===== config.mk =====
export PLATFORM = sky130hd
export DESIGN_NAME = nmea_time_sentence_parser
export DESIGN_NICKNAME = d
export VERILOG_FILES = /design/src/sv/nmtp_pkg.sv /design/src/sv/nmtp_field_buf.sv /design/src/sv/nmtp_core.sv /design/src/sv/nmea_time_sentence_parser.sv
export SDC_FILE = /design/constraint.sdc
export NUM_CORES = 1
export LEC_CHECK = 0
export CORE_ASPECT_RATIO = 1.25
export CORE_MARGIN = 2
export CORE_UTILIZATION = 60
export CTS_BUF_LIST = sky130_fd_sc_hd__clkbuf_4
export DETAILED_ROUTE_END_ITERATION = 10
export DONT_BUFFER_PORTS = 1
export HOLD_SLACK_MARGIN = 0.12
export PLACE_DENSITY = 0.76
export SLEW_MARGIN = 20
export SYNTH_ARGS = -nofsm -noshare
export SYNTH_HDL_FRONTEND = slang
export SYNTH_SLANG_ARGS = --single-unit

===== constraint.sdc =====
create_clock -name i_clk -period 15.4 [get_ports i_clk]
set_input_delay 3.08 -clock i_clk [delete_from_list [all_inputs] [get_ports i_clk]]
set_output_delay 3.08 -clock i_clk [all_outputs]
set_load 0.005 [all_outputs]

===== src/sv/nmtp_pkg.sv =====
// Package for the NMEA time sentence parser: character codes, phase and
// sentence type codes, record type and two-digit / hex digit helpers.
// No dependencies.
package nmtp_pkg;

    localparam int SLOTS = 9;

    localparam logic [7:0] CH_DOLLAR = 8'h24;
    localparam logic [7:0] CH_STAR   = 8'h2A;
    localparam logic [7:0] CH_CR     = 8'h0D;
    localparam logic [7:0] CH_LF     = 8'h0A;
    localparam logic [7:0] CH_COMMA  = 8'h2C;
    localparam logic [7:0] CH_UP_G   = 8'h47;
    localparam logic [7:0] CH_UP_R   = 8'h52;
    localparam logic [7:0] CH_UP_M   = 8'h4D;
    localparam logic [7:0] CH_UP_C   = 8'h43;
    localparam logic [7:0] CH_UP_A   = 8'h41;
    localparam logic [7:0] CH_UP_L   = 8'h4C;
    localparam logic [7:0] CH_UP_N   = 8'h4E;
    localparam logic [7:0] CH_UP_P   = 8'h50;
    localparam logic [7:0] CH_UP_F   = 8'h46;
    localparam logic [7:0] CH_LO_A   = 8'h61;
    localparam logic [7:0] CH_LO_F   = 8'h66;
    localparam logic [7:0] CH_ZERO   = 8'h30;

    localparam logic [1:0] PH_WAIT = 2'd0;
    localparam logic [1:0] PH_ID   = 2'd1;
    localparam logic [1:0] PH_DATA = 2'd2;
    localparam logic [1:0] PH_CSUM = 2'd3;

    localparam logic [1:0] TY_OTHER = 2'd0;
    localparam logic [1:0] TY_RMC   = 2'd1;
    localparam logic [1:0] TY_GGA   = 2'd2;

    typedef logic [SLOTS-1:0][7:0] t_slots;

    typedef struct packed {
        logic push;
        logic clear;
    } t_buf_ctrl;

    typedef struct packed {
        logic       kind;
        logic [7:0] hour;
        logic [7:0] minute;
        logic [7:0] second;
        logic [7:0] hundredths;
        logic [7:0] day;
        logic [7:0] month;
        logic [7:0] year;
        logic [7:0] status_char;
        logic [7:0] sat_count;
    } t_record;

    // 10*hi + lo - 11*'0', modulo 256
    function automatic logic [7:0] two_digits(input logic [7:0] hi, input logic [7:0] lo);
        two_digits = {hi[4:0], 3'b000} + {hi[6:0], 1'b0} + lo - 8'd16;
    endfunction

    function automatic logic [7:0] hex_value(input logic [7:0] b);
        if (b >= CH_LO_A && b <= CH_LO_F) begin
            hex_value = b - CH_LO_A + 8'd10;
        end else if (b >= CH_UP_A && b <= CH_UP_F) begin
            hex_value = b - CH_UP_A + 8'd10;
        end else begin
            hex_value = b - CH_ZERO;
        end
    endfunction

endpackage


===== src/sv/nmtp_field_buf.sv =====
// Field buffer: collects the bytes of one comma-delimited field.
// Keeps the leading slots that get decoded; counts up to BUF_DEPTH.
// Depends on nmtp_pkg.
module nmtp_field_buf #(
    parameter int BUF_DEPTH = 16
) (
    input  logic                i_clk,
    input  logic                i_rst_n,
    input  nmtp_pkg::t_buf_ctrl i_ctrl,
    input  logic [7:0]          i_byte,
    output nmtp_pkg::t_slots    o_slots
);

    localparam int WP_W = $clog2(BUF_DEPTH + 1);

    nmtp_pkg::t_slots  r_slots;
    logic [WP_W-1:0]   r_wp;

    always_ff @(posedge i_clk) begin
        if (!i_rst_n || i_ctrl.clear) begin
            r_slots <= '0;
            r_wp    <= '0;
        end else if (i_ctrl.push && r_wp < WP_W'(BUF_DEPTH)) begin
            for (int i = 0; i < nmtp_pkg::SLOTS; i++) begin
                if (r_wp == WP_W'(i)) begin
                    r_slots[i] <= i_byte;
                end
            end
            r_wp <= r_wp + 1'b1;
        end
    end

    assign o_slots = r_slots;

endmodule


===== src/sv/nmtp_core.sv =====
// Sentence state machine: phase, checksum, ID match and field decode.
// Updates on each fired byte and flags a record at the line end.
// Depends on nmtp_pkg and nmtp_field_buf.
module nmtp_core #(
    parameter int BUF_DEPTH = 16
) (
    input  logic              i_clk,
    input  logic              i_rst_n,
    input  logic              i_fire,
    input  logic [7:0]        i_byte,
    input  logic              i_gga_enable,
    output logic              o_may_emit,
    output logic              o_emit,
    output nmtp_pkg::t_record o_record
);

    localparam logic [7:0] RMC_FLD_TIME   = 8'd0;
    localparam logic [7:0] RMC_FLD_STATUS = 8'd1;
    localparam logic [7:0] RMC_FLD_DATE   = 8'd8;
    localparam logic [7:0] GGA_FLD_SATS   = 8'd6;

    logic [1:0]          r_phase, n_phase;
    logic [1:0]          r_type, n_type;
    logic [7:0]          r_xor, n_xor;
    logic [7:0]          r_rsum, n_rsum;
    logic [7:0]          r_idx, n_idx;
    logic [3:0][7:0]     r_time, n_time;
    logic [2:0][7:0]     r_date, n_date;
    logic [7:0]          r_status, n_status;
    logic [7:0]          r_sat, n_sat;

    nmtp_pkg::t_buf_ctrl buf_ctrl;
    nmtp_pkg::t_slots    slots;
    logic                is_eol;
    logic [1:0]          id_type;
    logic                talker_ok;

    nmtp_field_buf #(
        .BUF_DEPTH (BUF_DEPTH)
    ) u_buf (
        .i_clk   (i_clk),
        .i_rst_n (i_rst_n),
        .i_ctrl  (buf_ctrl),
        .i_byte  (i_byte),
        .o_slots (slots)
    );

    assign is_eol     = (i_byte == nmtp_pkg::CH_CR) || (i_byte == nmtp_pkg::CH_LF);
    assign o_may_emit = (r_phase == nmtp_pkg::PH_CSUM) && is_eol;

    assign talker_ok = (slots[1] == nmtp_pkg::CH_UP_A) || (slots[1] == nmtp_pkg::CH_UP_L) ||
                       (slots[1] == nmtp_pkg::CH_UP_N) || (slots[1] == nmtp_pkg::CH_UP_P);

    always_comb begin
        id_type = nmtp_pkg::TY_OTHER;
        if (slots[0] == nmtp_pkg::CH_UP_G && talker_ok) begin
            if (slots[2] == nmtp_pkg::CH_UP_R && slots[3] == nmtp_pkg::CH_UP_M &&
                slots[4] == nmtp_pkg::CH_UP_C) begin
                id_type = nmtp_pkg::TY_RMC;
            end else if (i_gga_enable && slots[2] == nmtp_pkg::CH_UP_G &&
                         slots[3] == nmtp_pkg::CH_UP_G && slots[4] == nmtp_pkg::CH_UP_A) begin
                id_type = nmtp_pkg::TY_GGA;
            end
        end
    end

    always_comb begin
        n_phase  = r_phase;
        n_type   = r_type;
        n_xor    = r_xor;
        n_rsum   = r_rsum;
        n_idx    = r_idx;
        n_time   = r_time;
        n_date   = r_date;
        n_status = r_status;
        n_sat    = r_sat;
        buf_ctrl = '0;
        o_emit   = 1'b0;
        if (i_fire) begin
            if (i_byte == nmtp_pkg::CH_DOLLAR) begin
                n_phase  = nmtp_pkg::PH_ID;
                n_type   = nmtp_pkg::TY_OTHER;
                n_xor    = '0;
                n_rsum   = '0;
                n_idx    = '0;
                n_time   = '0;
                n_date   = '0;
                n_status = '0;
                n_sat    = '0;
                buf_ctrl.clear = 1'b1;
            end else if (r_phase == nmtp_pkg::PH_WAIT) begin
                n_phase = r_phase;
            end else if (i_byte == nmtp_pkg::CH_STAR) begin
                n_phase = nmtp_pkg::PH_CSUM;
                buf_ctrl.clear = 1'b1;
            end else if (r_phase == nmtp_pkg::PH_CSUM) begin
                if (!is_eol) begin
                    n_rsum = {r_rsum[3:0], 4'b0000} | nmtp_pkg::hex_value(i_byte);
                end else begin
                    o_emit  = (r_xor == r_rsum) && (r_type != nmtp_pkg::TY_OTHER);
                    n_rsum  = '0;
                    n_phase = nmtp_pkg::PH_WAIT;
                end
            end else begin
                n_xor = r_xor ^ i_byte;
                if (i_byte != nmtp_pkg::CH_COMMA) begin
                    buf_ctrl.push = 1'b1;
                end else begin
                    buf_ctrl.clear = 1'b1;
                    if (r_phase == nmtp_pkg::PH_ID) begin
                        n_type = id_type;
                        if (id_type != nmtp_pkg::TY_OTHER) begin
                            n_phase = nmtp_pkg::PH_DATA;
                        end
                    end else begin
                        n_idx = r_idx + 8'd1;
                        if (slots[0] != 8'd0) begin
                            if (r_type == nmtp_pkg::TY_RMC) begin
                                if (r_idx == RMC_FLD_TIME) begin
                                    n_time[0] = nmtp_pkg::two_digits(slots[0], slots[1]);
                                    n_time[1] = nmtp_pkg::two_digits(slots[2], slots[3]);
                                    n_time[2] = nmtp_pkg::two_digits(slots[4], slots[5]);
                                    n_time[3] = nmtp_pkg::two_digits(slots[7], slots[8]);
                                end else if (r_idx == RMC_FLD_STATUS) begin
                                    n_status = slots[0];
                                end else if (r_idx == RMC_FLD_DATE) begin
                                    n_date[0] = nmtp_pkg::two_digits(slots[0], slots[1]);
                                    n_date[1] = nmtp_pkg::two_digits(slots[2], slots[3]);
                                    n_date[2] = nmtp_pkg::two_digits(slots[4], slots[5]);
                                end
                            end else if (r_type == nmtp_pkg::TY_GGA) begin
                                if (r_idx == GGA_FLD_SATS) begin
                                    n_sat = nmtp_pkg::two_digits(slots[0], slots[1]);
                                end
                            end
                        end
                    end
                end
            end
        end
    end

    always_ff @(posedge i_clk) begin
        if (!i_rst_n) begin
            r_phase  <= nmtp_pkg::PH_WAIT;
            r_type   <= nmtp_pkg::TY_OTHER;
            r_xor    <= '0;
            r_rsum   <= '0;
            r_idx    <= '0;
            r_time   <= '0;
            r_date   <= '0;
            r_status <= '0;
            r_sat    <= '0;
        end else begin
            r_phase  <= n_phase;
            r_type   <= n_type;
            r_xor    <= n_xor;
            r_rsum   <= n_rsum;
            r_idx    <= n_idx;
            r_time   <= n_time;
            r_date   <= n_date;
            r_status <= n_status;
            r_sat    <= n_sat;
        end
    end

    always_comb begin
        o_record.kind        = (r_type == nmtp_pkg::TY_GGA);
        o_record.hour        = r_time[0];
        o_record.minute      = r_time[1];
        o_record.second      = r_time[2];
        o_record.hundredths  = r_time[3];
        o_record.day         = r_date[0];
        o_record.month       = r_date[1];
        o_record.year        = r_date[2];
        o_record.status_char = r_status;
        o_record.sat_count   = r_sat;
    end

endmodule


===== src/sv/nmea_time_sentence_parser.sv =====
// Top level of the NMEA time sentence parser: input word register, parser
// core, result register and the gga_enable configuration register.
// Depends on nmtp_pkg and nmtp_core.
//
//  channel   dir  handshake                 payload
//  s (byte)  in   i_s_tvalid / o_s_tready   i_s_tdata: rx_byte
//  m (rec)   out  o_m_tvalid / i_m_tready   o_m_tdata, o_m_tuser: record
//  cfg       in   i_cfg_valid / o_cfg_ready i_cfg_data: gga_enable
//
// One word per cycle; a word reaches the core the cycle after acceptance and
// a record appears at o_m the cycle after its line-end word is processed.
// A waiting record stalls only a line-end word; other words keep flowing.
// Reset is synchronous and active low; gga_enable resets to 1.
module nmea_time_sentence_parser #(
    parameter int BUF_DEPTH = 16
) (
    input  logic        i_clk,
    input  logic        i_rst_n,
    input  logic        i_s_tvalid,
    output logic        o_s_tready,
    input  logic [7:0]  i_s_tdata,   // [7:0] rx_byte
    output logic        o_m_tvalid,
    input  logic        i_m_tready,
    output logic [71:0] o_m_tdata,   // hour, minute, second, hundredths, day, month,
                                     // year, status_char, sat_count (8 bits each)
    output logic [0:0]  o_m_tuser,   // [0] sentence_kind
    input  logic        i_cfg_valid,
    output logic        o_cfg_ready,
    input  logic        i_cfg_data   // gga_enable
);

    logic              r_in_valid;
    logic [7:0]        r_in_byte;
    logic              r_gga_enable;
    logic              r_out_valid;
    nmtp_pkg::t_record r_out;

    logic              fire;
    logic              may_emit;
    logic              emit;
    nmtp_pkg::t_record record;

    assign fire       = r_in_valid && (!r_out_valid || i_m_tready || !may_emit);
    assign o_s_tready = !r_in_valid || fire;
    assign o_cfg_ready = 1'b1;

    nmtp_core #(
        .BUF_DEPTH (BUF_DEPTH)
    ) u_core (
        .i_clk        (i_clk),
        .i_rst_n      (i_rst_n),
        .i_fire       (fire),
        .i_byte       (r_in_byte),
        .i_gga_enable (r_gga_enable),
        .o_may_emit   (may_emit),
        .o_emit       (emit),
        .o_record     (record)
    );

    always_ff @(posedge i_clk) begin
        if (!i_rst_n) begin
            r_in_valid   <= 1'b0;
            r_out_valid  <= 1'b0;
            r_gga_enable <= 1'b1;
        end else begin
            if (o_s_tready) begin
                r_in_valid <= i_s_tvalid;
            end
            if (fire && emit) begin
                r_out_valid <= 1'b1;
            end else if (i_m_tready) begin
                r_out_valid <= 1'b0;
            end
            if (i_cfg_valid) begin
                r_gga_enable <= i_cfg_data;
            end
        end
    end

    always_ff @(posedge i_clk) begin
        if (o_s_tready && i_s_tvalid) begin
            r_in_byte <= i_s_tdata;
        end
        if (fire && emit) begin
            r_out <= record;
        end
    end

    assign o_m_tvalid = r_out_valid;
    assign o_m_tuser  = r_out.kind;
    assign o_m_tdata  = {r_out.sat_count, r_out.status_char, r_out.year, r_out.month,
                         r_out.day, r_out.hundredths, r_out.second, r_out.minute,
                         r_out.hour};

endmodule


==> results.ini <==
[grt]
grt_util_all_layers=0.2421
grt_pass1_wl_mm=39.58
grt_max_degree=105
first_global_vias=7705
antenna_found_initial=1
overflow=0

[sta]
setup_viol=0
worst_slew_pin_slew_ps=1024
drv_slew=0
slew_headroom=0.2999
period_share=0.4449
final_hold_viol_count=0
whs_ps=422.5
rsz0062_at_grt=false
setup-tns-final_ps=0
fin_crit_ps=6851
skew_ps=39.19
fmax_mhz=146.0

[logic_synthesis]
syn_area_um2=11570
async_reset_ff_frac=0
yosysWarningCount=0
synth-main-ff-cell=dfxtp_1
synth_fp_nets=1239
synth.distinct_cells=67
syn_area_per_cell_um2=10.11
ys_seq_area_frac=0.5063
netlist_instances=1144
synth_edf_count=81
synth-seq-cells=252

[pwr]
ir_drop_v=0.00007245
p_total_uw=1258
powerDensity_nw_per_um2=101.5
leakagePower_uw=0.004492

[place]
place_congestion=0.8757
place_area_um2=11620
dp.final_hpwl_mm=16.81
io_buffers=0

[die]
start_util=0.6136
die_h_um=159.2
core_um2=18850
die_x_um=128.2
boundaryPins=90
die-area_um2=20410
std_cell_rows=56

[clock_network]
cts_resized=0
numClockSinks=252
root_buffer=clkbuf_4
post_cts_buffers=0
insertion_delay_ps=690
clockBufferDepth=3
h-tree-depth=2
cts_tree=yes
cts_hold_buf=0
cts.clk_slew.worst_paths_ps=80
cts_buffers=57

[hold_path]
hold_path_depth=0
hp-start=u_core.o_record[16]
holdCritPathClass=flop to flop

[setup_path]
critical_path_required_ps=12320
crit_path_top_delay_cell=nor2b_1
critPathMaxStageDelay_ps=300
worst-setup-path-type=input port to primary output
critPathCaptureType=primary output
worstPathArrival_ps=3770
cp_max_fo=4
cp-startpoint=i_m_tready
r2r-start=r_in_byte[0]
cp-start-kind=input port
worstPathCellList=nor2b_1 > nand3_1 > nor2_1 > inv_1
worst-r2r-cell-count=8

[layout]
filler_cell_count=1462
layout.area.seq_um2=5856
drive_above_1_share=0.1008
multiInputGateArea_um2=5134
final_area_um2=12400
area_growth_pct=7.194
final_util=0.6578
fin_nets=1241

[routing]
remaining_drc_errors=0
num_vias=8093
drt-vias-per-instance=5.683
routed_wl_mm=24.63
drt_pre_antenna_iters=5
ant_nets=0
drt-initial-drc-count=574
wl_per_cell_um=17.30

[outcome]
status=complete, no violations

[job]
cap_violations=0

synth_stat cells (4+ instances only):
cell type	count	share of area
dfxtp_1	171	0.30
nand2_1	134	0.043
nand3_1	108	0.047
edfxtp_1	81	0.21
inv_1	76	0.025
nor2_1	62	0.020
ha_1	61	0.066
a21oi_1	51	0.022
o21ai_0	51	0.022
mux2i_1	41	0.035
xnor2_1	40	0.030
clkbuf_1	29	0.0094
buf_2	21	0.0091
fa_1	20	0.035
a21boi_0	18	0.012
and2_1	17	0.0092
xor2_1	17	0.013
nor2b_1	13	0.0070
and3_1	12	0.0065
a21o_1	10	0.0065
nand4_1	10	0.0054
o21a_1	8	0.0052
buf_4	6	0.0039
nor3_1	6	0.0026
nor4bb_1	6	0.0052
o31ai_1	6	0.0039
buf_1	5	0.0016
nor4_1	5	0.0027
a21boi_1	4	0.0026
nor3b_1	4	0.0026
final timing paths:
check	end	slack, ps
worst min register to register	o_m_tdata[48]	420
worst min-delay path	o_m_tdata[48]	420
worst max-delay path	o_s_tready	8550
worst max register to register	u_core.o_record[48]	11580
worst max-delay path: cells and delay by family:
family / cells / cell delay (ps)
AND/OR/NAND/NOR: 3 / 600
buffers and inverters: 1 / 80
metal layers:
metal  vias to the layer above  global-route usage  routed length [um]
met1                      3830              0.2993               10420
met4                         0              0.1059                 871
met3                        62             0.04772                1128
met5                         -                   0                   0
met2                       233              0.4088               12220
li1                       3968                   -                   -
cell families after synthesis:
group                      count (synthesis)  share of synthesized area
adders and majority gates                 81                     0.1006
buffers and inverters                    140                    0.05052
AOI/OAI and AO/OA                        172                    0.09293
and+or+nand+nor                          399                     0.1697
xor gates and xnor gates                  57                    0.04316
DFF                                      252                     0.5063
other                                      1                  0.0003242
muxes                                     42                    0.03646
power by group:
| part | switching [uW] | internal, uW |
|---|---|---|
| Sequential | 10.9 | 683 |
| Combinational | 16.1 | 8.98 |
| Clock | 246 | 293 |
layout make-up:
class	count	area share
well taps	232	0.02341
multi-input cells	752	0.4141
flip-flops and latches	252	0.4723
diodes	1	0.0002018
clock buffers	95	0.05752
inverters	76	0.02301
clock inverters	9	0.005248
repair buffers	7	0.004239
placed cells by master (no fill, tap or decap), types with 3 or more instances in the layout:
cell type / count
o21ai_0: 51
clkinv_1: 6
a21boi_0: 18
nand4_1: 10
clkbuf_4: 95
nand2_1: 133
dfxtp_1: 171
and2_1: 17
a21oi_1: 51
o21a_1: 8
nand3_1: 108
o31ai_1: 6
a21o_1: 10
nand3b_1: 3
nor4_1: 5
mux2i_1: 41
nor3b_1: 4
edfxtp_1: 81
xnor2_1: 40
nor4bb_1: 6
nor2_1: 62
inv_1: 76
a21boi_1: 4
xor2_1: 17
ha_1: 61
nor3_1: 5
fa_1: 20
and3_1: 12
nor2b_1: 13
buf_4: 7
a211oi_1: 3
flip-flops by register name, summed over array words and instances (netlist names), 5 cells and up:
signal	flops
u_core.r_rsum	8
u_core.u_buf.r_wp	5
u_core.r_idx	8
u_core.u_buf.o_slots	63
r_in_byte	8
u_core.r_status	8
u_core.r_sat	8
o_m_tdata	72
u_core.r_xor	8
u_core.o_record	56
through the flow:
| stage | cells | worst slack [ps] |
|---|---|---|
| after global placement | 1319 | 8614 |
| after floorplan | 1144 | 6214 |
| after global routing | 1424 | 8491 |
| after detailed placement | 1319 | 8576 |
| final | 1424 | 8549 |
| after CTS | 1423 | 8568 |
Power figures use the tool's default switching activity.
